File: config.mk
export PLATFORM = sky130hd
export DESIGN_NAME = fmacl_ram
export DESIGN_NICKNAME = d
export VERILOG_FILES = /design/src/design/first_match_ip_access_list_assert.svh /design/src/design/fmacl_ram.sv
export SDC_FILE = /design/constraint.sdc
export NUM_CORES = 1
export LEC_CHECK = 0
export BUFFER_PORTS_ARGS = -buffer_cell sky130_fd_sc_hd__buf_2
export CORE_ASPECT_RATIO = 1.4
export CORE_MARGIN = 2
export CORE_UTILIZATION = 35
export CTS_CLUSTER_SIZE = 8
export DETAILED_ROUTE_END_ITERATION = 7
export GPL_TIMING_DRIVEN = 0
export PLACE_DENSITY_LB_ADDON = 0.1
export SYNTH_ARGS = -nofsm -noshare
export SYNTH_HDL_FRONTEND = slang
export SYNTH_SLANG_ARGS = --single-unit
File: constraint.sdc
create_clock -name clk -period 2.04 [get_ports clk]
set_clock_uncertainty 0.05 [all_clocks]
set_input_delay 0.102 -clock clk [delete_from_list [all_inputs] [get_ports clk]]
set_output_delay 0.102 -clock clk [all_outputs]
set_load 0.01 [all_outputs]
File: src/design/first_match_ip_access_list_assert.svh
// Assertion macros used by the access list RTL.
`ifndef FIRST_MATCH_IP_ACCESS_LIST_ASSERT_SVH
`define FIRST_MATCH_IP_ACCESS_LIST_ASSERT_SVH

// Check that a condition implies another in the same cycle.
`define FMACL_ASSERT_SAME(label, ante, cons, msg) \
	label: assert property (@(posedge clk) disable iff (!arst_n) (ante) |-> (cons)) \
		else $error(msg);

// Check that a condition implies another in the next cycle.
`define FMACL_ASSERT_NEXT(label, ante, cons, msg) \
	label: assert property (@(posedge clk) disable iff (!arst_n) (ante) |=> (cons)) \
		else $error(msg);

`endif

File: src/design/fmacl_ram.sv
// Generic single-port-write, single-port-read RAM with registered read data.
module fmacl_ram #(
	parameter int WIDTH = 8,
	parameter int DEPTH = 16,
	localparam int AW = (DEPTH > 1) ? $clog2(DEPTH) : 1
) (
	input  logic             clk,
	input  logic             we,
	input  logic [AW-1:0]    waddr,
	input  logic [WIDTH-1:0] wdata,
	input  logic             re,
	input  logic [AW-1:0]    raddr,
	output logic [WIDTH-1:0] rdata
);

	logic [WIDTH-1:0] mem [DEPTH];

	// Write and registered read
	always_ff @(posedge clk) begin
		if (we) begin
			mem[waddr] <= wdata;
		end
		if (re) begin
			rdata <= mem[raddr];
		end
	end

endmodule

==> flow_summary.toml, run 1 <==
[timing]
slew_viol_final = 0
hold_viol_final = 0
grt_setup_unrepaired = "false"
period_share = 0.807
final-setup-viol-count = 0
worstMarginPinSlew_ns = 0.861
max_clock_freq_ghz = 0.607
period_needed_ns = 1.65
relSlewSlack = 0.424

[cells_and_area]
nets = 294
final_area_um2 = 6210
syn_to_final_growth_pct = 18.9
instances_no_fill = 476
drive_gt1_frac = 0.293
insertedDiodeCount = 0

[global_routing]
grt_max_degree = 17
grt_pass1_vias = 2462
antenna_found_initial = 0
track_usage = 0.153
grt_pass1_wl_mm = 16.2
grt_overflow = 0

[critical_path]
reg2reg_depth = 3
worstSetupPathType = "flop to flop"
critPathArrivalTime_ns = 1.75
setup.worst_path.end_class = "flop"
max_stage_delay_ns = 0.56
required_ns = 2.14
worstPathCellList = "mux4_1 -> a22oi_1 -> nand2_1"
worstPathMaxFanout = 1
cp-start-kind = "flop"
slowest_stage = "mux4_1"

[worst_hold_path]
whs_path_depth = 1
worstHoldPathType = "primary input to flop"

[clock_tree]
cts-root-buf = "clkbuf_16"
post_cts_buffers = 0
clk_latency_ns = 0.41
cts_buffers = 17
clk_pin_slew_ns = 0.06
cts_resized = 0
clk_path_buf_depth = 2
cts.sinks = 136
h-tree-depth = 4
tritoncts = "yes"

[die]
design.die.area_um2 = 15900
core_um2 = 14500
fp.dieH_um = 149
initial_core_util = 0.360
die_x_um = 107
pin_count = 27
rows = 52

[placement]
gp_congestion = 0.752
placedCellCount = 444
post-dp-hpwl_mm = 7.17
placed_cell_area_um2 = 5600
io_buffers = 25

[detailed_routing]
wl_met1_mm = 4.51
dr.max_layer_used = "met4"
ant_nets = 0
wl_per_cell_um = 23.2
dr_wl_met3_um = 452
vias_per_cell = 5.02
drtPass1Iterations = 6
drt-total-wl_mm = 11.0
via_count = 2390
dr.first_iter.drc_count = 125
drc = 0
wl_met2_mm = 5.85

[flow_run]
cap_violations = 0

[yosys]
ys_types = 18
ys_seq_elements = 136
syn_avg_cell_area_um2 = 22.8
seq_area_frac_synth = 0.781
synthCells = 229
syn-cell-area_um2 = 5230
syn_nets = 248
ys_warn_count = 0

[power_and_ir_drop]
power-per-cell-area_nw_per_um2 = 1060
p_leak_nw = 2.06
ir_drop_mv = 0.467

[run_status]
status = "finished, final reports clean"
## synthesized netlist by cell type
cell             instances  share of area
and2b_1                  1         0.0014
buf_6                    3         0.0065
nand2b_1                 2         0.0024
edfxtp_1               136           0.78
nand3b_1                 2         0.0029
buf_4                    1         0.0014
buf_2                    3         0.0029
mux4_1                  14          0.070
or3b_2                   1         0.0017
nand3_1                  1        0.00096
nor2b_1                  1         0.0012
and2_1                   1         0.0012
nor3_1                   4         0.0038
a22oi_1                 16          0.023
mux4_2                  18          0.078
nor2_1                  13         0.0093
nand2_1                  9         0.0065
clkdlybuf4s25_2          3         0.0057
## cell families after synthesis
group	Yosys count	synth area share
DFF	136	0.781
muxes	32	0.148
and+or+nand+nor	35	0.0314
buffers and inverters	10	0.0165
AOI/OAI and AO/OA	16	0.0230
## power breakdown
| part | switching, mW | internal [mW] |
|---|---|---|
| clock | 1.08 | 2.02 |
| combinational | 0.187 | 0.123 |
| sequential | 0.0124 | 3.15 |
## path summary, 6_finish.rpt
| path | startpoint | end | slack [ns] |
|---|---|---|---|
| min reg2reg | mem[12][1] | rdata[1] | 0.70 |
| min | wdata[6] | mem[4][6] | 0.05 |
| max reg2reg | mem[1][0] | rdata[0] | 0.39 |
| max | mem[1][0] | rdata[0] | 0.39 |
## through the flow
step | hold slack (ns) | util | setup TNS (ns) | power [mW] | worst slack (ns)
6_report | 0.0498 | 0.428 | 0 | 6.57 | 0.393
4_1_cts | 0.0389 | 0.427 | 0 | 6.63 | 0.188
2_1_floorplan | 0.151 | - | 0 | 3.38 | 0.395
3_3_place_gp | 0.406 | 0.385 | -1.75 | 3.53 | -0.217
5_1_grt | 0.0475 | 0.428 | 0 | 6.78 | 0.307
3_5_place_dp | 0.409 | 0.386 | -1.99 | 3.54 | -0.249
## sequential cells by signal, summed over array words and instances (netlist names)
| signal | count |
|---|---|
| rdata | 8 |
| mem | 128 |
## routing by layer
metal | global-route usage | vias up
li1 | - | 1068
met1 | 0.188 | 1241
met2 | 0.253 | 70
met3 | 0.0408 | 11
met4 | 0.0682 | 0
met5 | 0 | -
## what timing repair did
item,4_1_cts,5_1_grt
hold endpoints to repair,8,0
setup endpoints to repair,0,0
hold buffers,1,0
## area by class of cell
class	count	area, um^2
Buffer	10	86.3
Clock inverter	11	155
Fill cell	1292	8300
Sequential cell	136	4080
Multi-Input combinational cell	83	1070
Tap cell	189	236
Timing Repair Buffer	27	143
Clock buffer	20	437
## cells in the final DEF (no fill, tap or decap), types with 3 or more instances in the layout
| cell type | instances |
|---|---|
| a22oi_1 | 16 |
| buf_2 | 28 |
| buf_6 | 3 |
| bufinv_16 | 4 |
| clkbuf_1 | 3 |
| clkbuf_16 | 17 |
| clkdlybuf4s25_2 | 3 |
| clkinv_2 | 4 |
| edfxtp_1 | 136 |
| mux4_1 | 14 |
| mux4_2 | 18 |
| nand2_1 | 9 |
| nor2_1 | 13 |
| nor3_2 | 3 |
## critical path, delay by kind of cell (launching register included)
kind | cells | cell delay (ns)
DFF | 1 | 0.36
AOI/OAI and AO/OA | 1 | 0.30
and+or+nand+nor | 1 | 0.12
muxes | 1 | 0.56
Power figures use the tool's default switching activity.
==> run 2: changes to the inputs <==
clock period = 1.4 ns   (was 2.04 ns; I/O delays follow)
==> run 2 against run 1 <==
  * The flow now finishes with violations (negative setup slack)
  * Combinational power rose by 54%
  * Critical path depth is the same
  * Sequential share of layout area shrank 0.66 points
  * Clock-buffer cell count fell by 2
  * Final cell count rose by 0.21%
  * Non-clock buffer count unchanged
  * Design area grew 1.0%
  * Via count is 0.54% lower
  * Register-to-register slack got worse by 0.51 ns
  * Sequential cell count unchanged
  * Maximum frequency grew 8.9%
  * Power increased by 49%
==> flow_summary.toml, run 2 (synthesis gave the netlist of run 1 again) <==
[run_status]
status = "complete, but fails checks"
violations = "negative setup slack"

[global_routing]
grt_overflow = 0
grt_max_degree = 17
top_usage_layer = "met2"
track_usage = 0.148
antenna_found_initial = 0
grtUsageMet1 = 0.193
grt_pass1_vias = 2463
gr-usage-met2 = 0.247
grt_pass1_wl_mm = 16.1
grt_use_met3 = 0.0294

[clock_tree]
clk_pin_slew_ns = 0.05
cts-root-buf = "clkbuf_16"
clk_path_buf_depth = 2
cts_buffers = 17
cts.sinks = 136
clk_latency_ns = 0.40
tritoncts = "yes"
h-tree-depth = 4

[cells_and_area]
top_register = "mem"
nets = 294
top_regs = "mem (128), rdata (8)"
syn_to_final_growth_pct = 20.1
drive_gt1_frac = 0.378
final_area_um2 = 6280
mostFrequentLayoutCells = "edfxtp_1 (136), buf_2 (29), mux4_2 (28)"
largest_reg_flops = 128
regArea_um2 = 4080
fill_cells = 1257
insertedDiodeCount = 0
multi_input_area_um2 = 1090
fin_util = 0.433
final_common_cell = "edfxtp_1"

[die]
design.die.area_um2 = 15900
pin_count = 27
rows = 52
core_um2 = 14500
initial_core_util = 0.360
die_x_um = 107
fp.dieH_um = 149

[timing]
hold_viol_final = 0
period_share = 1.08
final-setup-viol-count = 8
setup-tns-final_ns = -0.578
relSlewSlack = 0.419
whs_ns = 0.0330
worstMarginPinSlew_ns = 0.868
slew_viol_final = 0
grt_setup_unrepaired = "true"
max_clock_freq_ghz = 0.661
finalWorstSetupSlack_ns = -0.113
period_needed_ns = 1.51

[power_and_ir_drop]
ir_drop_mv = 0.852
power.switching_mw = 1.88
p_leak_nw = 2.04
p_seq_frac = 0.470
power_frac_comb = 0.049
clkPwrFrac = 0.481
power-per-cell-area_nw_per_um2 = 1560
p_int_mw = 7.93
switching_share = 0.192

[placement]
post-dp-hpwl_mm = 7.13
io_buffers = 25
placed_cell_area_um2 = 5610
gp_congestion = 0.717

[critical_path]
critPathArrivalTime_ns = 1.61
r2r_start = "mem[3][2]"
cp-startpoint = "mem[3][2]"
worstSetupPathType = "flop to flop"
setup.worst_path.end_class = "flop"
worstPathMaxFanout = 1
cp-start-kind = "flop"
required_ns = 1.50

[worst_hold_path]
min-delay-start = "wdata[6]"
worstHoldPathType = "primary input to flop"

[detailed_routing]
drt-total-wl_mm = 10.9
via_count = 2377
wl_per_cell_um = 22.9
drtPass1Iterations = 4
ant_nets = 0
dr.first_iter.drc_count = 139
drc = 0
vias_per_cell = 4.98

[flow_run]
cap_violations = 0
[run 2: through the flow]
stage | power (mW) | worst slack (ns) | cells
after global routing | 10.1 | -0.140 | 477
final | 9.80 | -0.113 | 477
after detailed placement | 5.16 | -0.596 | 444
after global placement | 5.15 | -0.580 | 443
after CTS | 9.90 | -0.0999 | 477
after floorplan | 4.93 | 0.00404 | 229
[run 2: per-layer routing]
| metal | part of all wire | vias up |
|---|---|---|
| met4 | 0.0065 | 0 |
| li1 | - | 1066 |
| met2 | 0.53 | 61 |
| met3 | 0.051 | 4 |
| met1 | 0.42 | 1246 |
| met5 | 0 | - |
[run 2: worst max-delay path: stages (launching register included)]
cell and delay, ns:
edfxtp_1 0.36, mux4_2 0.53, a22oi_2 0.24, nand2_1 0.08
[run 2: area by class of cell]
type | instances | share of cell area
plain buffers | 10 | 0.0150
clock buffers | 18 | 0.0684
clock inverters | 14 | 0.0325
multi-input cells | 83 | 0.173
well taps | 189 | 0.0377
repair buffers | 27 | 0.0223
flip-flops and latches | 136 | 0.651
[run 2: final timing paths]
path / endpoint / slack, ns / cells after the start
worst max-delay path: rdata[2] / -0.11 / 3
worst min-delay path: mem[12][6] / 0.03 / 1
worst max register to register: rdata[2] / -0.11 / 3
worst min register to register: rdata[1] / 0.71 / 3
[run 2: timing repair]
item / CTS / global route
setup endpoints to repair: 40 / 24
gates cloned: 0 / 0
gates resized for setup: 20 / 4
buffers inserted: 0 / 0
hold buffers: 1 / 0
pin swaps: 9 / 4
endpoints found under the hold margin: 8 / 0
[run 2: power by group through the flow]
stage,Combinational (mW),Clock [mW],Sequential [mW]
after floorplan,0.235,0,4.70
after global placement,0.461,0,4.69
after detailed placement,0.466,0,4.69
after CTS,0.492,4.79,4.61
after global routing,0.518,4.95,4.62
final,0.477,4.72,4.61
==> run 3: changes to the inputs <==
ABC_AREA = 1   (was default)
==> run 3 against run 2 <==
  * The flow finishes with violations (design-rule violations)
  * Clock power up 2%
  * Power up 2.3%
  * Synthesized area up 12%
  * Critical endpoint is now rdata[0]
  * Highest routed layer unchanged
==> flow_summary.toml, run 3 <==
[run_status]
violations = "design-rule violations"
status = "complete, but fails checks"

[cells_and_area]
mostFrequentLayoutCells = "nand2_1 (173), edfxtp_1 (136), inv_1 (100)"
insertedDiodeCount = 0
syn_to_final_growth_pct = 17.2
final_area_um2 = 6850
final_common_cell = "nand2_1"
drive_gt1_frac = 0.127
nets = 613
largest_reg_flops = 128
top_regs = "mem (128), rdata (8)"
instances_no_fill = 806
top_register = "mem"

[clock_tree]
tritoncts = "yes"
hold_buffers = 1
post_cts_buffers = 0
cts_resized = 0
cts.sinks = 136
cts-root-buf = "clkbuf_16"
h-tree-depth = 4
cts_buffers = 17
clk_path_buf_depth = 2
clk_latency_ns = 0.42
clk_pin_slew_ns = 0.06

[die]
core_um2 = 16200
die_x_um = 113
rows = 55
design.die.area_um2 = 17800
pin_count = 27
initial_core_util = 0.360
fp.dieH_um = 157

[critical_path]
r2r_end = "rdata[0]"
required_ns = 1.52
critPathArrivalTime_ns = 1.38
setup.worst_path.end_class = "flop"
cp-start-kind = "flop"
worstSetupPathType = "flop to flop"
r2r_start = "mem[5][0]"
rrSetupSlack_ns = 0.14
reg2reg_depth = 6
worstPathMaxFanout = 1

[flow_run]
cap_violations = 0

[yosys]
syn_nets = 570
syn_avg_cell_area_um2 = 10.6
yosysTopAreaCell = "edfxtp_1"
synth_top_area_frac = 0.698
ys_types = 11
ys_top_cells_by_area = "edfxtp_1 (70%), nand2_1 (11%), nand3_1 (8.3%)"
seq_area_frac_synth = 0.698
syn-cell-area_um2 = 5850
synth_commonest_cells = "nand2_1 (173), edfxtp_1 (136), inv_1 (100), nand3_1 (97), nor2_1 (17)"
async_reset_ff_frac = 0
synth-edff-count = 136
synthCells = 551
ys_warn_count = 0
yosysMostFrequentCell = "nand2_1"
synthFlopType = "edfxtp_1"
ys_seq_elements = 136

[detailed_routing]
drtPass1Iterations = 7
via_count = 3885
drc = 2
vias_per_cell = 4.82
drt-total-wl_mm = 15.8
ant_nets = 0
dr.first_iter.drc_count = 260
wl_per_cell_um = 19.6

[power_and_ir_drop]
ir_drop_mv = 0.617
p_leak_nw = 2.94
power-per-cell-area_nw_per_um2 = 1460
p_total_mw = 10.0

[timing]
max_clock_freq_ghz = 0.792
setup-tns-final_ns = 0
period_share = 0.902
grt_setup_unrepaired = "false"
slew_viol_final = 0
relSlewSlack = 0.407
worstMarginPinSlew_ns = 0.886
hold_viol_final = 0
final-setup-viol-count = 0
period_needed_ns = 1.26

[global_routing]
grt_max_degree = 17
grt_pass1_wl_mm = 23.4
track_usage = 0.190
antenna_found_initial = 0
grt_overflow = 0
grt_pass1_vias = 3691

[placement]
io_buffers = 23
gp_congestion = 0.831
post-dp-hpwl_mm = 10.7
placed_cell_area_um2 = 6210
placedCellCount = 773

[worst_hold_path]
whs_path_depth = 1
holdPathEnd = "mem[13][7]"
worstHoldPathType = "primary input to flop"
min-delay-start = "wdata[7]"
## run 3: cell type report
class	count	area [um^2]
fillers	1547	9390
clock inverters	15	206
flip-flops and latches	136	4080
clock buffers	17	425
repair buffers	24	125
multi-input cells	289	1210
plain buffers	24	166
inverters	102	383
well taps	199	249
## run 3: stage by stage
stage	setup slack [ns]	util	hold slack, ns
detailed placement	-0.252	0.382	0.383
global placement	-0.221	0.382	0.353
finish	0.137	0.422	0.0336
CTS	0.166	0.422	0.0277
global route	0.0817	0.422	0.0369
floorplan	0.329	-	0.119
## run 3: how the worst max path moves through the flow
stage	startpoint	end	slack, ns	cells after the start
final	mem[5][0]	rdata[0]	0.14	6
after global routing	mem[5][0]	rdata[0]	0.08	6
after CTS	mem[5][3]	rdata[3]	0.17	6
after detailed placement	waddr[2]	mem[11][5]	-0.25	3
after global placement	waddr[2]	mem[9][3]	-0.22	3
after floorplan	waddr[2]	mem[10][0]	0.33	2
## run 3: cells by family after synthesis
kind of cell / after synthesis / synth area share
buffers and inverters: 126 / 0.0939
AND/OR/NAND/NOR: 289 / 0.208
flip-flops: 136 / 0.698
## run 3: power breakdown
part           leakage [nW]  internal (mW)  switching [mW]
clock network         0.309           3.13            1.67
registers              1.24           4.59          0.0198
logic                  1.39          0.173           0.451
total                  2.94           7.89            2.14
## run 3: routing by layer
layer,part of all wire,vias to the layer above,track usage
li1,-,1872,-
met1,0.41,1878,0.226
met2,0.53,108,0.334
met3,0.034,27,0.0362
met4,0.031,0,0.0859
met5,0,-,0
## run 3: worst max-delay path, cell delays in order, from the launching register on
cell,delay (ns)
edfxtp_1,0.35
inv_1,0.06
nand2_1,0.05
nand3_1,0.17
nand3_1,0.09
nand3_1,0.13
nand2_1,0.10
